<file path="config.mk">
export PLATFORM = sky130hd
export DESIGN_NAME = permutation_tree_walker
export DESIGN_NICKNAME = d
export VERILOG_FILES = /design/src/design/ptw_pkg.sv /design/src/design/permutation_tree_walker.sv /design/src/design/ptw_ctrl.sv /design/src/design/ptw_datapath.sv
export SDC_FILE = /design/constraint.sdc
export NUM_CORES = 2
export LEC_CHECK = 0
export BUFFER_PORTS_ARGS = -buffer_cell sky130_fd_sc_hd__buf_2
export CAP_MARGIN = 20
export CORE_MARGIN = 10
export CORE_UTILIZATION = 49
export DETAILED_ROUTE_END_ITERATION = 12
export GPL_ROUTABILITY_DRIVEN = 0
export PLACE_DENSITY = 0.71
export SETUP_SLACK_MARGIN = 0.1
export SKIP_CTS_REPAIR_TIMING = 1
export SYNTH_ARGS = -nofsm -noshare
export SYNTH_HDL_FRONTEND = slang
export SYNTH_SLANG_ARGS = --single-unit
</file>
<file path="constraint.sdc">
create_clock -name clock -period 13.9 [get_ports clock]
set_clock_uncertainty 0.1 [all_clocks]
set_input_delay 2.78 -clock clock [delete_from_list [all_inputs] [get_ports clock]]
set_output_delay 2.78 -clock clock [all_outputs]
set_load 0.05 [all_outputs]
</file>
<file path="src/design/ptw_pkg.sv">
// ----------------------------------------------------------------------------
// ptw_pkg
// Shared types for the permutation tree walker: item modes, controller
// states, datapath micro-ops and the status word fed back to the controller.
// ----------------------------------------------------------------------------
package ptw_pkg;

   typedef enum logic [2:0] {
      MODE_LOAD_INTERVAL = 3'd0,
      MODE_LOAD_ROOT     = 3'd1,
      MODE_MARK          = 3'd2,
      MODE_SET_DIR       = 3'd3,
      MODE_SELECT        = 3'd4,
      MODE_DECODE        = 3'd5
   } mode_type;

   typedef enum logic [4:0] {
      S_IDLE,
      S_SCAN,
      S_PROBE,
      S_CHECK,
      S_ADV,
      S_UP1,
      S_UP2,
      S_CP_RD,
      S_CP_WR,
      S_BR_FIN,
      S_OUT_FOUND,
      S_OUT_EXH,
      S_DEC_CHK,
      S_DEC_WR,
      S_FILL_RD,
      S_FILL_WR,
      S_EMIT
   } state_type;

   typedef enum logic [4:0] {
      OP_NONE,
      OP_ACCEPT,
      OP_SCAN_STEP,
      OP_PROBE,
      OP_CLR_IDX,
      OP_ADVANCE,
      OP_UP1,
      OP_UP2,
      OP_CP_RD,
      OP_CP_WR,
      OP_BR_FIN,
      OP_OUT_FOUND,
      OP_OUT_EXH,
      OP_DEC_RD,
      OP_DEC_WR,
      OP_FILL_RD,
      OP_FILL_WR,
      OP_EMIT
   } op_type;

   typedef struct packed {
      op_type op;
   } cmd_type;

   typedef struct packed {
      logic scan_lt;
      logic scan_gt;
      logic idx_top;
      logic p_out;
      logic pruned;
      logic depth_zero;
      logic leaf;
      logic lvl_done;
      logic cp_last;
      logic fill_last;
      logic out_free;
   } status_type;

endpackage

</file>
<file path="src/design/permutation_tree_walker.sv">
// ----------------------------------------------------------------------------
// permutation_tree_walker
// Load, mark and direction items are taken in the idle state. A select, per
// walk step, compares position against end digit by digit, then probes and
// advances or backs up; a branch copies the row with a read and a write per
// entry (one matrix memory port). A decode builds the schedule, then emits N items.
// One item is in work at a time. Synchronous reset restores the empty interval.
// ----------------------------------------------------------------------------
module permutation_tree_walker #(
   parameter int N = 20
) (
   input  logic              clock,
   input  logic              reset,
   input  logic              req_valid,
   output logic              req_stall,
   input  logic [2:0]        req_mode,
   input  logic [4:0]        req_index,
   input  logic [5:0]        req_pos_value,
   input  logic [4:0]        req_end_value,
   input  logic [4:0]        req_job_value,
   input  logic              req_dir_value,
   output logic              rsp_valid,
   input  logic              rsp_stall,
   output logic              rsp_found,
   output logic [4:0]        rsp_depth,
   output logic [4:0]        rsp_slot,
   output logic [4:0]        rsp_job,
   output logic signed [5:0] rsp_limit_low,
   output logic [5:0]        rsp_limit_high,
   output logic              rsp_last
);

   ptw_pkg::cmd_type    cmd;
   ptw_pkg::status_type st;

   ptw_ctrl u_ctrl (
      .clock     (clock),
      .reset     (reset),
      .req_valid (req_valid),
      .req_mode  (req_mode),
      .req_stall (req_stall),
      .st        (st),
      .cmd       (cmd)
   );

   ptw_datapath #(.N(N)) u_datapath (
      .clock          (clock),
      .reset          (reset),
      .cmd            (cmd),
      .req_mode       (req_mode),
      .req_index      (req_index),
      .req_pos_value  (req_pos_value),
      .req_end_value  (req_end_value),
      .req_job_value  (req_job_value),
      .req_dir_value  (req_dir_value),
      .st             (st),
      .rsp_valid      (rsp_valid),
      .rsp_stall      (rsp_stall),
      .rsp_found      (rsp_found),
      .rsp_depth      (rsp_depth),
      .rsp_slot       (rsp_slot),
      .rsp_job        (rsp_job),
      .rsp_limit_low  (rsp_limit_low),
      .rsp_limit_high (rsp_limit_high),
      .rsp_last       (rsp_last)
   );

endmodule

</file>
<file path="src/design/ptw_ctrl.sv">
// ----------------------------------------------------------------------------
// ptw_ctrl
// Sequencer for the tree walker: runs the select walk, the branch row copy
// and the decode schedule build and readout as datapath micro-ops.
// ----------------------------------------------------------------------------
module ptw_ctrl (
   input  logic                clock,
   input  logic                reset,
   input  logic                req_valid,
   input  logic [2:0]          req_mode,
   output logic                req_stall,
   input  ptw_pkg::status_type st,
   output ptw_pkg::cmd_type    cmd
);

   ptw_pkg::state_type state_ff, state_in;

   always_ff @(posedge clock) begin
      if (reset) begin
         state_ff <= ptw_pkg::S_IDLE;
      end else begin
         state_ff <= state_in;
      end
   end

   always_comb begin
      state_in  = state_ff;
      cmd.op    = ptw_pkg::OP_NONE;
      req_stall = 1'b1;
      case (state_ff)
         ptw_pkg::S_IDLE: begin
            req_stall = 1'b0;
            if (req_valid) begin
               cmd.op = ptw_pkg::OP_ACCEPT;
               if (ptw_pkg::mode_type'(req_mode) == ptw_pkg::MODE_SELECT) begin
                  state_in = ptw_pkg::S_SCAN;
               end else if (ptw_pkg::mode_type'(req_mode) == ptw_pkg::MODE_DECODE) begin
                  state_in = ptw_pkg::S_DEC_CHK;
               end
            end
         end
         ptw_pkg::S_SCAN: begin
            // lexicographic position <= end check, one digit a cycle
            cmd.op = ptw_pkg::OP_SCAN_STEP;
            if (st.scan_lt) begin
               state_in = ptw_pkg::S_PROBE;
            end else if (st.scan_gt) begin
               state_in = ptw_pkg::S_OUT_EXH;
            end else if (st.idx_top) begin
               state_in = ptw_pkg::S_PROBE;
            end
         end
         ptw_pkg::S_PROBE: begin
            cmd.op = ptw_pkg::OP_PROBE;
            state_in = st.p_out ? ptw_pkg::S_UP1 : ptw_pkg::S_CHECK;
         end
         ptw_pkg::S_CHECK: begin
            cmd.op = ptw_pkg::OP_CLR_IDX;
            if (st.pruned) begin
               state_in = ptw_pkg::S_ADV;
            end else if (st.leaf) begin
               state_in = ptw_pkg::S_OUT_FOUND;
            end else begin
               state_in = ptw_pkg::S_CP_RD;
            end
         end
         ptw_pkg::S_ADV: begin
            cmd.op = ptw_pkg::OP_ADVANCE;
            state_in = ptw_pkg::S_SCAN;
         end
         ptw_pkg::S_UP1: begin
            cmd.op = ptw_pkg::OP_UP1;
            state_in = st.depth_zero ? ptw_pkg::S_SCAN : ptw_pkg::S_UP2;
         end
         ptw_pkg::S_UP2: begin
            cmd.op = ptw_pkg::OP_UP2;
            state_in = ptw_pkg::S_SCAN;
         end
         ptw_pkg::S_CP_RD: begin
            cmd.op = ptw_pkg::OP_CP_RD;
            state_in = ptw_pkg::S_CP_WR;
         end
         ptw_pkg::S_CP_WR: begin
            cmd.op = ptw_pkg::OP_CP_WR;
            state_in = st.cp_last ? ptw_pkg::S_BR_FIN : ptw_pkg::S_CP_RD;
         end
         ptw_pkg::S_BR_FIN: begin
            cmd.op = ptw_pkg::OP_BR_FIN;
            state_in = ptw_pkg::S_OUT_FOUND;
         end
         ptw_pkg::S_OUT_FOUND: begin
            if (st.out_free) begin
               cmd.op = ptw_pkg::OP_OUT_FOUND;
               state_in = ptw_pkg::S_IDLE;
            end
         end
         ptw_pkg::S_OUT_EXH: begin
            if (st.out_free) begin
               cmd.op = ptw_pkg::OP_OUT_EXH;
               state_in = ptw_pkg::S_IDLE;
            end
         end
         ptw_pkg::S_DEC_CHK: begin
            if (st.lvl_done) begin
               cmd.op = ptw_pkg::OP_CLR_IDX;
               state_in = ptw_pkg::S_FILL_RD;
            end else begin
               cmd.op = ptw_pkg::OP_DEC_RD;
               state_in = ptw_pkg::S_DEC_WR;
            end
         end
         ptw_pkg::S_DEC_WR: begin
            cmd.op = ptw_pkg::OP_DEC_WR;
            state_in = ptw_pkg::S_DEC_CHK;
         end
         ptw_pkg::S_FILL_RD: begin
            cmd.op = ptw_pkg::OP_FILL_RD;
            state_in = ptw_pkg::S_FILL_WR;
         end
         ptw_pkg::S_FILL_WR: begin
            cmd.op = ptw_pkg::OP_FILL_WR;
            state_in = st.fill_last ? ptw_pkg::S_EMIT : ptw_pkg::S_FILL_RD;
         end
         ptw_pkg::S_EMIT: begin
            // one schedule slot per free result register, slot N-1 ends the run
            if (st.out_free) begin
               cmd.op = ptw_pkg::OP_EMIT;
               if (st.idx_top) begin
                  state_in = ptw_pkg::S_IDLE;
               end
            end
         end
         default: begin
            state_in = ptw_pkg::S_IDLE;
         end
      endcase
   end

endmodule

</file>
<file path="src/design/ptw_datapath.sv">
// ----------------------------------------------------------------------------
// ptw_datapath
// Position, end and direction vectors, the job and pruned-flag matrices, the
// decode schedule buffer and the result register.
// ----------------------------------------------------------------------------
module ptw_datapath #(
   parameter int N = 20
) (
   input  logic                clock,
   input  logic                reset,
   input  ptw_pkg::cmd_type    cmd,
   input  logic [2:0]          req_mode,
   input  logic [4:0]          req_index,
   input  logic [5:0]          req_pos_value,
   input  logic [4:0]          req_end_value,
   input  logic [4:0]          req_job_value,
   input  logic                req_dir_value,
   output ptw_pkg::status_type st,
   output logic                rsp_valid,
   input  logic                rsp_stall,
   output logic                rsp_found,
   output logic [4:0]          rsp_depth,
   output logic [4:0]          rsp_slot,
   output logic [4:0]          rsp_job,
   output logic signed [5:0]   rsp_limit_low,
   output logic [5:0]          rsp_limit_high,
   output logic                rsp_last
);

   localparam int COLW = (N > 1) ? $clog2(N) : 1;
   localparam int AW = $clog2(N * N);
   localparam logic [5:0] N6 = 6'(N);
   localparam logic [AW-1:0] NA = AW'(N);

   logic [COLW-1:0] depth_ff, depth_in, idx_ff, idx_in;
   logic [5:0] p_ff, p_in;
   logic signed [5:0] lo_ff, lo_in;
   logic [5:0] hi_ff, hi_in;
   logic dir_pend_ff, dir_pend_in;
   logic job_zero_ff, job_zero_in, prune_zero_ff, prune_zero_in;
   logic [4:0] job_rd_ff;
   logic prune_rd_ff;

   logic [5:0] pos_ff [N];
   logic [4:0] end_ff [N];
   logic dir_ff [N];
   logic job_v0_ff [N];
   logic prune_v0_ff [N];
   logic [4:0] sched_ff [N];
   logic [4:0] job_mem [N*N];
   logic prune_mem [N*N];

   logic rsp_valid_ff, rsp_found_ff, rsp_last_ff;
   logic [4:0] rsp_depth_ff, rsp_slot_ff, rsp_job_ff;
   logic signed [5:0] rsp_limit_low_ff;
   logic [5:0] rsp_limit_high_ff;

   logic pos_we, end_we, dir_we, job_we, prune_we, sched_we, jv0_set, pv0_set;
   logic [COLW-1:0] pos_wa, dir_wa, sched_wa, v0_wa, pos_ra, icol, src;
   logic [5:0] pos_wd, pos_rd, rem6;
   logic [4:0] end_rd, job_val, job_wd, sched_wd;
   logic dir_wd, prune_wd, prune_val, in_range, out_load, out_free;
   logic [AW-1:0] job_wa, job_ra, prune_wa, prune_ra;
   logic signed [5:0] lo_p1;
   logic [5:0] hi_m1, fsum;

   function automatic logic [AW-1:0] cell_addr(input logic [COLW-1:0] row,
                                                input logic [COLW-1:0] col);
      cell_addr = AW'(AW'(row) * NA + AW'(col));
   endfunction

   assign pos_ra = (cmd.op == ptw_pkg::OP_SCAN_STEP || cmd.op == ptw_pkg::OP_DEC_RD)
                   ? idx_ff : depth_ff;
   assign pos_rd = pos_ff[pos_ra];
   assign end_rd = end_ff[idx_ff];
   assign rem6 = N6 - 6'(depth_ff);
   assign job_val = job_zero_ff ? 5'd0 : job_rd_ff;
   assign prune_val = !prune_zero_ff && prune_rd_ff;
   assign in_range = {1'b0, req_index} < N6;
   assign icol = req_index[COLW-1:0];
   assign src = (6'(idx_ff) < p_ff) ? idx_ff : idx_ff + 1'b1;
   assign lo_p1 = lo_ff + 6'sd1;
   assign hi_m1 = hi_ff - 6'd1;
   assign fsum = 6'(lo_ff) + 6'd1 + 6'(idx_ff);
   assign out_free = !rsp_valid_ff || !rsp_stall;

   assign st.scan_lt = pos_rd < {1'b0, end_rd};
   assign st.scan_gt = pos_rd > {1'b0, end_rd};
   assign st.idx_top = 6'(idx_ff) == N6 - 6'd1;
   assign st.p_out = pos_rd >= rem6;
   assign st.pruned = prune_val;
   assign st.depth_zero = depth_ff == '0;
   assign st.leaf = 6'(depth_ff) == N6 - 6'd1;
   assign st.lvl_done = idx_ff == depth_ff;
   assign st.cp_last = 6'(idx_ff) == rem6 - 6'd2;
   assign st.fill_last = 6'(idx_ff) == rem6 - 6'd1;
   assign st.out_free = out_free;

   always_comb begin
      depth_in = depth_ff;
      idx_in = idx_ff;
      p_in = p_ff;
      lo_in = lo_ff;
      hi_in = hi_ff;
      dir_pend_in = dir_pend_ff;
      job_zero_in = job_zero_ff;
      prune_zero_in = prune_zero_ff;
      pos_we = 1'b0;
      pos_wa = icol;
      pos_wd = req_pos_value;
      end_we = 1'b0;
      dir_we = 1'b0;
      dir_wa = depth_ff;
      dir_wd = req_dir_value;
      job_we = 1'b0;
      job_wa = cell_addr('0, icol);
      job_wd = req_job_value;
      job_ra = cell_addr(depth_ff, idx_ff);
      prune_we = 1'b0;
      prune_wa = cell_addr('0, icol);
      prune_wd = 1'b0;
      prune_ra = cell_addr(depth_ff, pos_rd[COLW-1:0]);
      sched_we = 1'b0;
      sched_wa = idx_ff;
      sched_wd = job_val;
      jv0_set = 1'b0;
      pv0_set = 1'b0;
      v0_wa = icol;
      out_load = 1'b0;
      case (cmd.op)
         ptw_pkg::OP_ACCEPT: begin
            idx_in = '0;
            lo_in = -6'sd1;
            hi_in = N6;
            case (ptw_pkg::mode_type'(req_mode))
               ptw_pkg::MODE_LOAD_INTERVAL: begin
                  pos_we = in_range;
                  end_we = in_range;
               end
               ptw_pkg::MODE_LOAD_ROOT: begin
                  job_we = in_range;
                  prune_we = in_range;
                  jv0_set = in_range;
                  pv0_set = in_range;
               end
               ptw_pkg::MODE_MARK: begin
                  prune_we = in_range;
                  prune_wa = cell_addr(depth_ff, icol);
                  prune_wd = 1'b1;
                  pv0_set = in_range && (depth_ff == '0);
               end
               ptw_pkg::MODE_SET_DIR: begin
                  dir_we = 1'b1;
               end
               default: begin
               end
            endcase
         end
         ptw_pkg::OP_SCAN_STEP: begin
            idx_in = idx_ff + 1'b1;
         end
         ptw_pkg::OP_PROBE: begin
            p_in = pos_rd;
            prune_zero_in = (depth_ff == '0) && !prune_v0_ff[pos_rd[COLW-1:0]];
         end
         ptw_pkg::OP_CLR_IDX: begin
            idx_in = '0;
         end
         ptw_pkg::OP_ADVANCE: begin
            pos_we = 1'b1;
            pos_wa = depth_ff;
            pos_wd = p_ff + 6'd1;
            idx_in = '0;
         end
         ptw_pkg::OP_UP1: begin
            pos_we = 1'b1;
            pos_wa = depth_ff;
            idx_in = '0;
            if (depth_ff == '0) begin
               pos_wd = pos_rd + 6'd1;
            end else begin
               pos_wd = 6'd0;
               depth_in = depth_ff - 1'b1;
            end
         end
         ptw_pkg::OP_UP2: begin
            // prune the parent cell unless the stored digit is stale
            prune_we = pos_rd < N6;
            prune_wa = cell_addr(depth_ff, pos_rd[COLW-1:0]);
            prune_wd = 1'b1;
            v0_wa = pos_rd[COLW-1:0];
            pv0_set = (pos_rd < N6) && (depth_ff == '0);
            idx_in = '0;
         end
         ptw_pkg::OP_CP_RD: begin
            job_ra = cell_addr(depth_ff, src);
            job_zero_in = (depth_ff == '0) && !job_v0_ff[src];
         end
         ptw_pkg::OP_CP_WR: begin
            job_we = 1'b1;
            job_wa = cell_addr(depth_ff + 1'b1, idx_ff);
            job_wd = job_val;
            prune_we = 1'b1;
            prune_wa = cell_addr(depth_ff + 1'b1, idx_ff);
            prune_wd = 1'b0;
            idx_in = idx_ff + 1'b1;
         end
         ptw_pkg::OP_BR_FIN: begin
            depth_in = depth_ff + 1'b1;
            pos_we = 1'b1;
            pos_wa = depth_ff + 1'b1;
            pos_wd = 6'd0;
            dir_we = 1'b1;
            dir_wa = depth_ff + 1'b1;
            dir_wd = 1'b0;
         end
         ptw_pkg::OP_OUT_FOUND, ptw_pkg::OP_OUT_EXH: begin
            out_load = 1'b1;
         end
         ptw_pkg::OP_DEC_RD: begin
            job_ra = cell_addr(idx_ff, pos_rd[COLW-1:0]);
            // cells beyond a row's live width were never written and read zero
            job_zero_in = (pos_rd >= N6) ||
                          ((idx_ff == '0) ? !job_v0_ff[pos_rd[COLW-1:0]]
                                          : (pos_rd >= N6 - 6'(idx_ff)));
            dir_pend_in = dir_ff[idx_ff];
         end
         ptw_pkg::OP_DEC_WR: begin
            sched_we = 1'b1;
            if (!dir_pend_ff) begin
               sched_wa = lo_p1[COLW-1:0];
               lo_in = lo_p1;
            end else begin
               sched_wa = hi_m1[COLW-1:0];
               hi_in = hi_m1;
            end
            idx_in = idx_ff + 1'b1;
         end
         ptw_pkg::OP_FILL_RD: begin
            job_ra = cell_addr(depth_ff, idx_ff);
            job_zero_in = (depth_ff == '0) && !job_v0_ff[idx_ff];
         end
         ptw_pkg::OP_FILL_WR: begin
            sched_we = 1'b1;
            sched_wa = fsum[COLW-1:0];
            idx_in = st.fill_last ? '0 : idx_ff + 1'b1;
         end
         ptw_pkg::OP_EMIT: begin
            out_load = 1'b1;
            idx_in = idx_ff + 1'b1;
         end
         default: begin
         end
      endcase
   end

   always_ff @(posedge clock) begin
      if (reset) begin
         depth_ff <= '0;
         idx_ff <= '0;
         rsp_valid_ff <= 1'b0;
         for (int i = 0; i < N; i++) begin
            pos_ff[i] <= (i == 0) ? N6 : 6'd0;
            end_ff[i] <= 5'd0;
            dir_ff[i] <= 1'b0;
            job_v0_ff[i] <= 1'b0;
            prune_v0_ff[i] <= 1'b0;
         end
      end else begin
         depth_ff <= depth_in;
         idx_ff <= idx_in;
         if (out_load) begin
            rsp_valid_ff <= 1'b1;
         end else if (!rsp_stall) begin
            rsp_valid_ff <= 1'b0;
         end
         if (pos_we) begin
            pos_ff[pos_wa] <= pos_wd;
         end
         if (end_we) begin
            end_ff[pos_wa] <= req_end_value;
         end
         if (dir_we) begin
            dir_ff[dir_wa] <= dir_wd;
         end
         if (jv0_set) begin
            job_v0_ff[v0_wa] <= 1'b1;
         end
         if (pv0_set) begin
            prune_v0_ff[v0_wa] <= 1'b1;
         end
      end
   end

   always_ff @(posedge clock) begin
      p_ff <= p_in;
      lo_ff <= lo_in;
      hi_ff <= hi_in;
      dir_pend_ff <= dir_pend_in;
      job_zero_ff <= job_zero_in;
      prune_zero_ff <= prune_zero_in;
      if (sched_we) begin
         sched_ff[sched_wa] <= sched_wd;
      end
      if (out_load) begin
         rsp_found_ff <= cmd.op == ptw_pkg::OP_OUT_FOUND;
         rsp_depth_ff <= 5'(depth_ff);
         if (cmd.op == ptw_pkg::OP_EMIT) begin
            rsp_slot_ff <= 5'(idx_ff);
            rsp_job_ff <= sched_ff[idx_ff];
            rsp_limit_low_ff <= lo_ff;
            rsp_limit_high_ff <= hi_ff;
            rsp_last_ff <= st.idx_top;
         end else begin
            rsp_slot_ff <= 5'd0;
            rsp_job_ff <= 5'd0;
            rsp_limit_low_ff <= 6'sd0;
            rsp_limit_high_ff <= 6'd0;
            rsp_last_ff <= 1'b0;
         end
      end
   end

   always_ff @(posedge clock) begin
      if (job_we) begin
         job_mem[job_wa] <= job_wd;
      end
      job_rd_ff <= job_mem[job_ra];
   end

   always_ff @(posedge clock) begin
      if (prune_we) begin
         prune_mem[prune_wa] <= prune_wd;
      end
      prune_rd_ff <= prune_mem[prune_ra];
   end

   assign rsp_valid = rsp_valid_ff;
   assign rsp_found = rsp_found_ff;
   assign rsp_depth = rsp_depth_ff;
   assign rsp_slot = rsp_slot_ff;
   assign rsp_job = rsp_job_ff;
   assign rsp_limit_low = rsp_limit_low_ff;
   assign rsp_limit_high = rsp_limit_high_ff;
   assign rsp_last = rsp_last_ff;

`ifndef SYNTHESIS
   a_depth_bound: assert property (@(posedge clock) disable iff (reset)
      6'(depth_ff) < N6)
      else $error("depth beyond tree");
   a_load_free: assert property (@(posedge clock) disable iff (reset)
      out_load |-> out_free)
      else $error("result register overwritten");
   a_branch_depth: assert property (@(posedge clock) disable iff (reset)
      cmd.op == ptw_pkg::OP_BR_FIN |=> depth_ff == $past(depth_ff) + 1'b1)
      else $error("branch did not descend");
`endif

endmodule

</file>
==> results.py <==
metrics = {
    "pwr": {
        "swShare": 0.311,
        "seq_power_share": 0.441,
        "total_power_mw": 24.6,
        "clockPowerShare": 0.332,
        "power_density_nw_per_um2": 172,
        "combinationalPowerShare": 0.227,
        "leakage_nw": 48.4,
        "switchingPower_mw": 7.67,
        "ir_drop_mv": 0.284,
        "p_int_mw": 17.0,
    },
    "logic_synthesis": {
        "synth_async_sr_flop_share": 0,
        "yosysSeqAreaShare": 0.691,
        "syn_area_um2": 130000,
        "synth_top_area_frac": 0.677,
        "synth.area.top_cells": "edfxtp_1 68%, nand2_1 4.6%, mux2i_1 4.5%, nor2_1 3.5%, mux4_2 2.5%",
        "syn_area_per_cell_um2": 13.2,
        "ys_types": 102,
        "synth_flop_cell": "edfxtp_1",
        "synth_seq_cells": 3025,
        "syn_inst": 9868,
        "synth_edf_count": 2934,
        "yosys.area.top_type": "edfxtp_1",
        "yosysWarnings": 0,
    },
    "critical_path": {
        "cp.arrival_ns": 10.00,
        "start_kind": "flip-flop",
        "critPathRequiredTime_ns": 14.61,
        "worstSetupPathType": "flip-flop to flip-flop",
        "slowest_stage": "a2111oi_1",
        "cpPeakStageDelay_ns": 1.07,
        "path_cells": "or3b_1 -> o22ai_4 -> mux2i_4 -> buf_4 -> a211oi_1 -> a311oi_1 -> a311oi_1 -> a31oi_1 -> inv_1 -> ha_1 -> and2_1 -> o21ai_0 -> xor2_1 -> nor2_1 -> a21o_1 -> buf_4 -> nand2_1 -> a2111oi_1 -> nor4_1 -> o211ai_1 -> nor4_1 -> a31oi_1 -> o2bb2ai_1",
        "cp_max_fo": 60,
        "rrSetupSlack_ns": 4.62,
        "end_kind": "flip-flop",
    },
    "layout": {
        "final_util": 0.542,
        "layout_common_cells": "2934 x edfxtp_1, 1572 x nand2_1, 1222 x nor2_1",
        "final_common_cell": "edfxtp_1",
        "area_growth_pct": 10.2,
        "finish.net_count": 9875,
        "drive_gt1_frac": 0.0933,
        "stdcell_area_um2": 143000,
    },
    "status": {
        "run_status": "complete, no violations",
    },
    "clock_network": {
        "htreeDepth": 5,
        "cts_tree": "built",
        "clock-sinks": 3025,
        "clk-insertion-delay-late_ns": 0.88,
        "path_clk_slew_ns": 0.06,
        "clock_path_buffers": 4,
        "cts_buffers": 304,
        "clockRootBuffer": "clkbuf_16",
    },
    "route": {
        "final_antenna_net_count": 0,
        "num_vias": 85900,
        "viasPerCell": 6.35,
        "firstDrtPassIters": 10,
        "first_iter_violations": 13900,
        "wl_um": 373000,
        "post-route-drc-count": 0,
        "wl_per_cell_um": 27.6,
    },
    "timing": {
        "fmax_ghz": 0.108,
        "period_needed_ns": 9.28,
        "period_share": 0.668,
        "rsz0062_at_grt": "false",
        "slew_headroom": 0.119,
        "finalSetupViolCount": 0,
        "hold_viol": 0,
        "fin_setup_tns_ns": 0,
        "slew_violations": 0,
        "tightest_slew_ns": 1.32,
        "fin_hold_ws_ns": 0.251,
    },
    "place": {
        "port_buffers": 59,
        "hpwl_um": 223000,
        "place_area_um2": 134000,
    },
    "grt": {
        "antenna_found_initial": 21,
        "grt_pass1_wl_um": 546000,
        "grt_pass1_vias": 83000,
        "grt_max_degree": 205,
        "grt_overflow": 0,
        "grt_usage": 0.250,
    },
    "floorplanning": {
        "core-area_um2": 265000,
        "ios": 60,
        "start_util": 0.491,
        "rows": 189,
        "dieArea_um2": 287000,
        "dieHeight_um": 535,
        "die_w_um": 535,
    },
    "flow_run": {
        "cap_violations": 0,
    },
    "worst_hold_path": {
        "min_path_type": "flip-flop to flip-flop",
    },
}
-- through the flow --
stage / setup WS [ns] / std cells
after floorplan: 4.68 / 9927
after global placement: 4.90 / 13000
after detailed placement: 5.09 / 13000
after CTS: 5.08 / 13500
after global routing: 4.59 / 13500
final: 4.62 / 13500
-- cell families (layout without fill, tap and decap cells) --
family | count (synthesis) | in the layout | share of synthesized area
and+or+nand+nor | 3987 | 3987 | 0.132
DFF | 3025 | 3025 | 0.691
AOI/OAI and AO/OA | 1175 | 1175 | 0.0619
muxes | 769 | 769 | 0.0737
buffers and inverters | 741 | 806 | 0.0272
xor gates and xnor gates | 87 | 87 | 0.00586
adders and majority gates | 83 | 83 | 0.00850
other | 1 | 65 | 0.0000288
-- final cells by class --
cell class | instances | area, µm²
Sequential cell | 3025 | 89900
Tap cell | 3533 | 4420
Antenna cell | 5 | 12.5
Timing Repair Buffer | 216 | 1720
Inverter | 55 | 216
Fill cell | 21200 | 121000
Clock inverter | 167 | 1750
Clock buffer | 368 | 8000
Multi-Input combinational cell | 6161 | 37400
-- path summary, 6_finish.rpt --
| kind | startpoint | end | depth (start not counted) |
|---|---|---|---|
| hold / removal | u_datapath.prune_v0_ff[27]$_DFF_P_ | u_datapath.prune_v0_ff[27]$_DFF_P_ | 0 |
| hold reg to reg | u_datapath.prune_v0_ff[27]$_DFF_P_ | u_datapath.prune_v0_ff[27]$_DFF_P_ | 0 |
| setup reg to reg | u_ctrl.state_ff[3]$_SDFFE_PP0P_ | u_datapath.job_rd_ff[1]$_DFF_P_ | 23 |
| setup / recovery | u_ctrl.state_ff[3]$_SDFFE_PP0P_ | u_datapath.job_rd_ff[1]$_DFF_P_ | 23 |
-- power groups by stage --
| stage | clock [mW] | sequential, mW | combinational, mW |
|---|---|---|---|
| after global routing | 8.59 | 10.9 | 5.88 |
| after CTS | 8.21 | 10.8 | 5.47 |
| after detailed placement | 0 | 11.0 | 5.45 |
| after floorplan | 0 | 11.1 | 3.57 |
| after global placement | 0 | 11.0 | 5.35 |
| final | 8.17 | 10.9 | 5.60 |
-- synth_stat cells (28+ instances only) --
library cell	count
edfxtp_1	2934
a22o_1	29
mux4_2	147
nand2_1	1605
nor2_1	1229
a31oi_1	121
nor2b_1	29
buf_6	37
mux2i_1	584
buf_4	68
xnor2_1	56
nor4_1	36
a311oi_1	79
and3_1	163
nand3_1	580
dfxtp_1	91
a211oi_1	118
xor2_1	31
a21oi_1	248
nand2b_1	28
ha_1	74
buf_1	34
nor3_1	71
inv_1	48
o21ai_0	165
o22ai_1	84
mux2_2	34
buf_2	179
o221ai_1	45
nand4_1	38
and2_1	114
a22oi_1	32
clkbuf_1	368
-- critical path: cells and delay by family, from the launching register on --
kind            cells  cell delay, ns
compound gates     11            3.95
xor+xnor            1            0.10
fa+ha+maj           1            0.47
buf+inv             3            1.63
flops               1            0.89
mux                 1            0.29
simple gates        6            1.68
-- state kept, by name, summed over array words and instances (netlist names), 5 cells and up, named ones only --
signal / count
u_ctrl.state_ff: 5
u_datapath.depth_ff: 5
u_datapath.dir_ff: 32
u_datapath.end_ff: 160
u_datapath.hi_ff: 6
u_datapath.idx_ff: 5
u_datapath.job_mem: 2000
u_datapath.job_rd_ff: 5
u_datapath.job_v0_ff: 32
u_datapath.lo_ff: 6
u_datapath.p_ff: 6
u_datapath.pos_ff: 192
u_datapath.prune_mem: 400
u_datapath.prune_v0_ff: 32
u_datapath.rsp_depth: 5
u_datapath.rsp_job: 5
u_datapath.rsp_limit_high: 6
u_datapath.rsp_limit_low: 6
u_datapath.rsp_slot: 5
u_datapath.sched_ff: 100
-- routing by layer --
metal	GRT usage	up-vias	wire length, µm
met1	0.339	42400	138000
met2	0.380	5858	166000
li1	-	36500	-
met4	0.122	20	21300
met5	0	-	115
met3	0.0625	1124	46600
No activity file was read; power rests on OpenSTA's default activity.
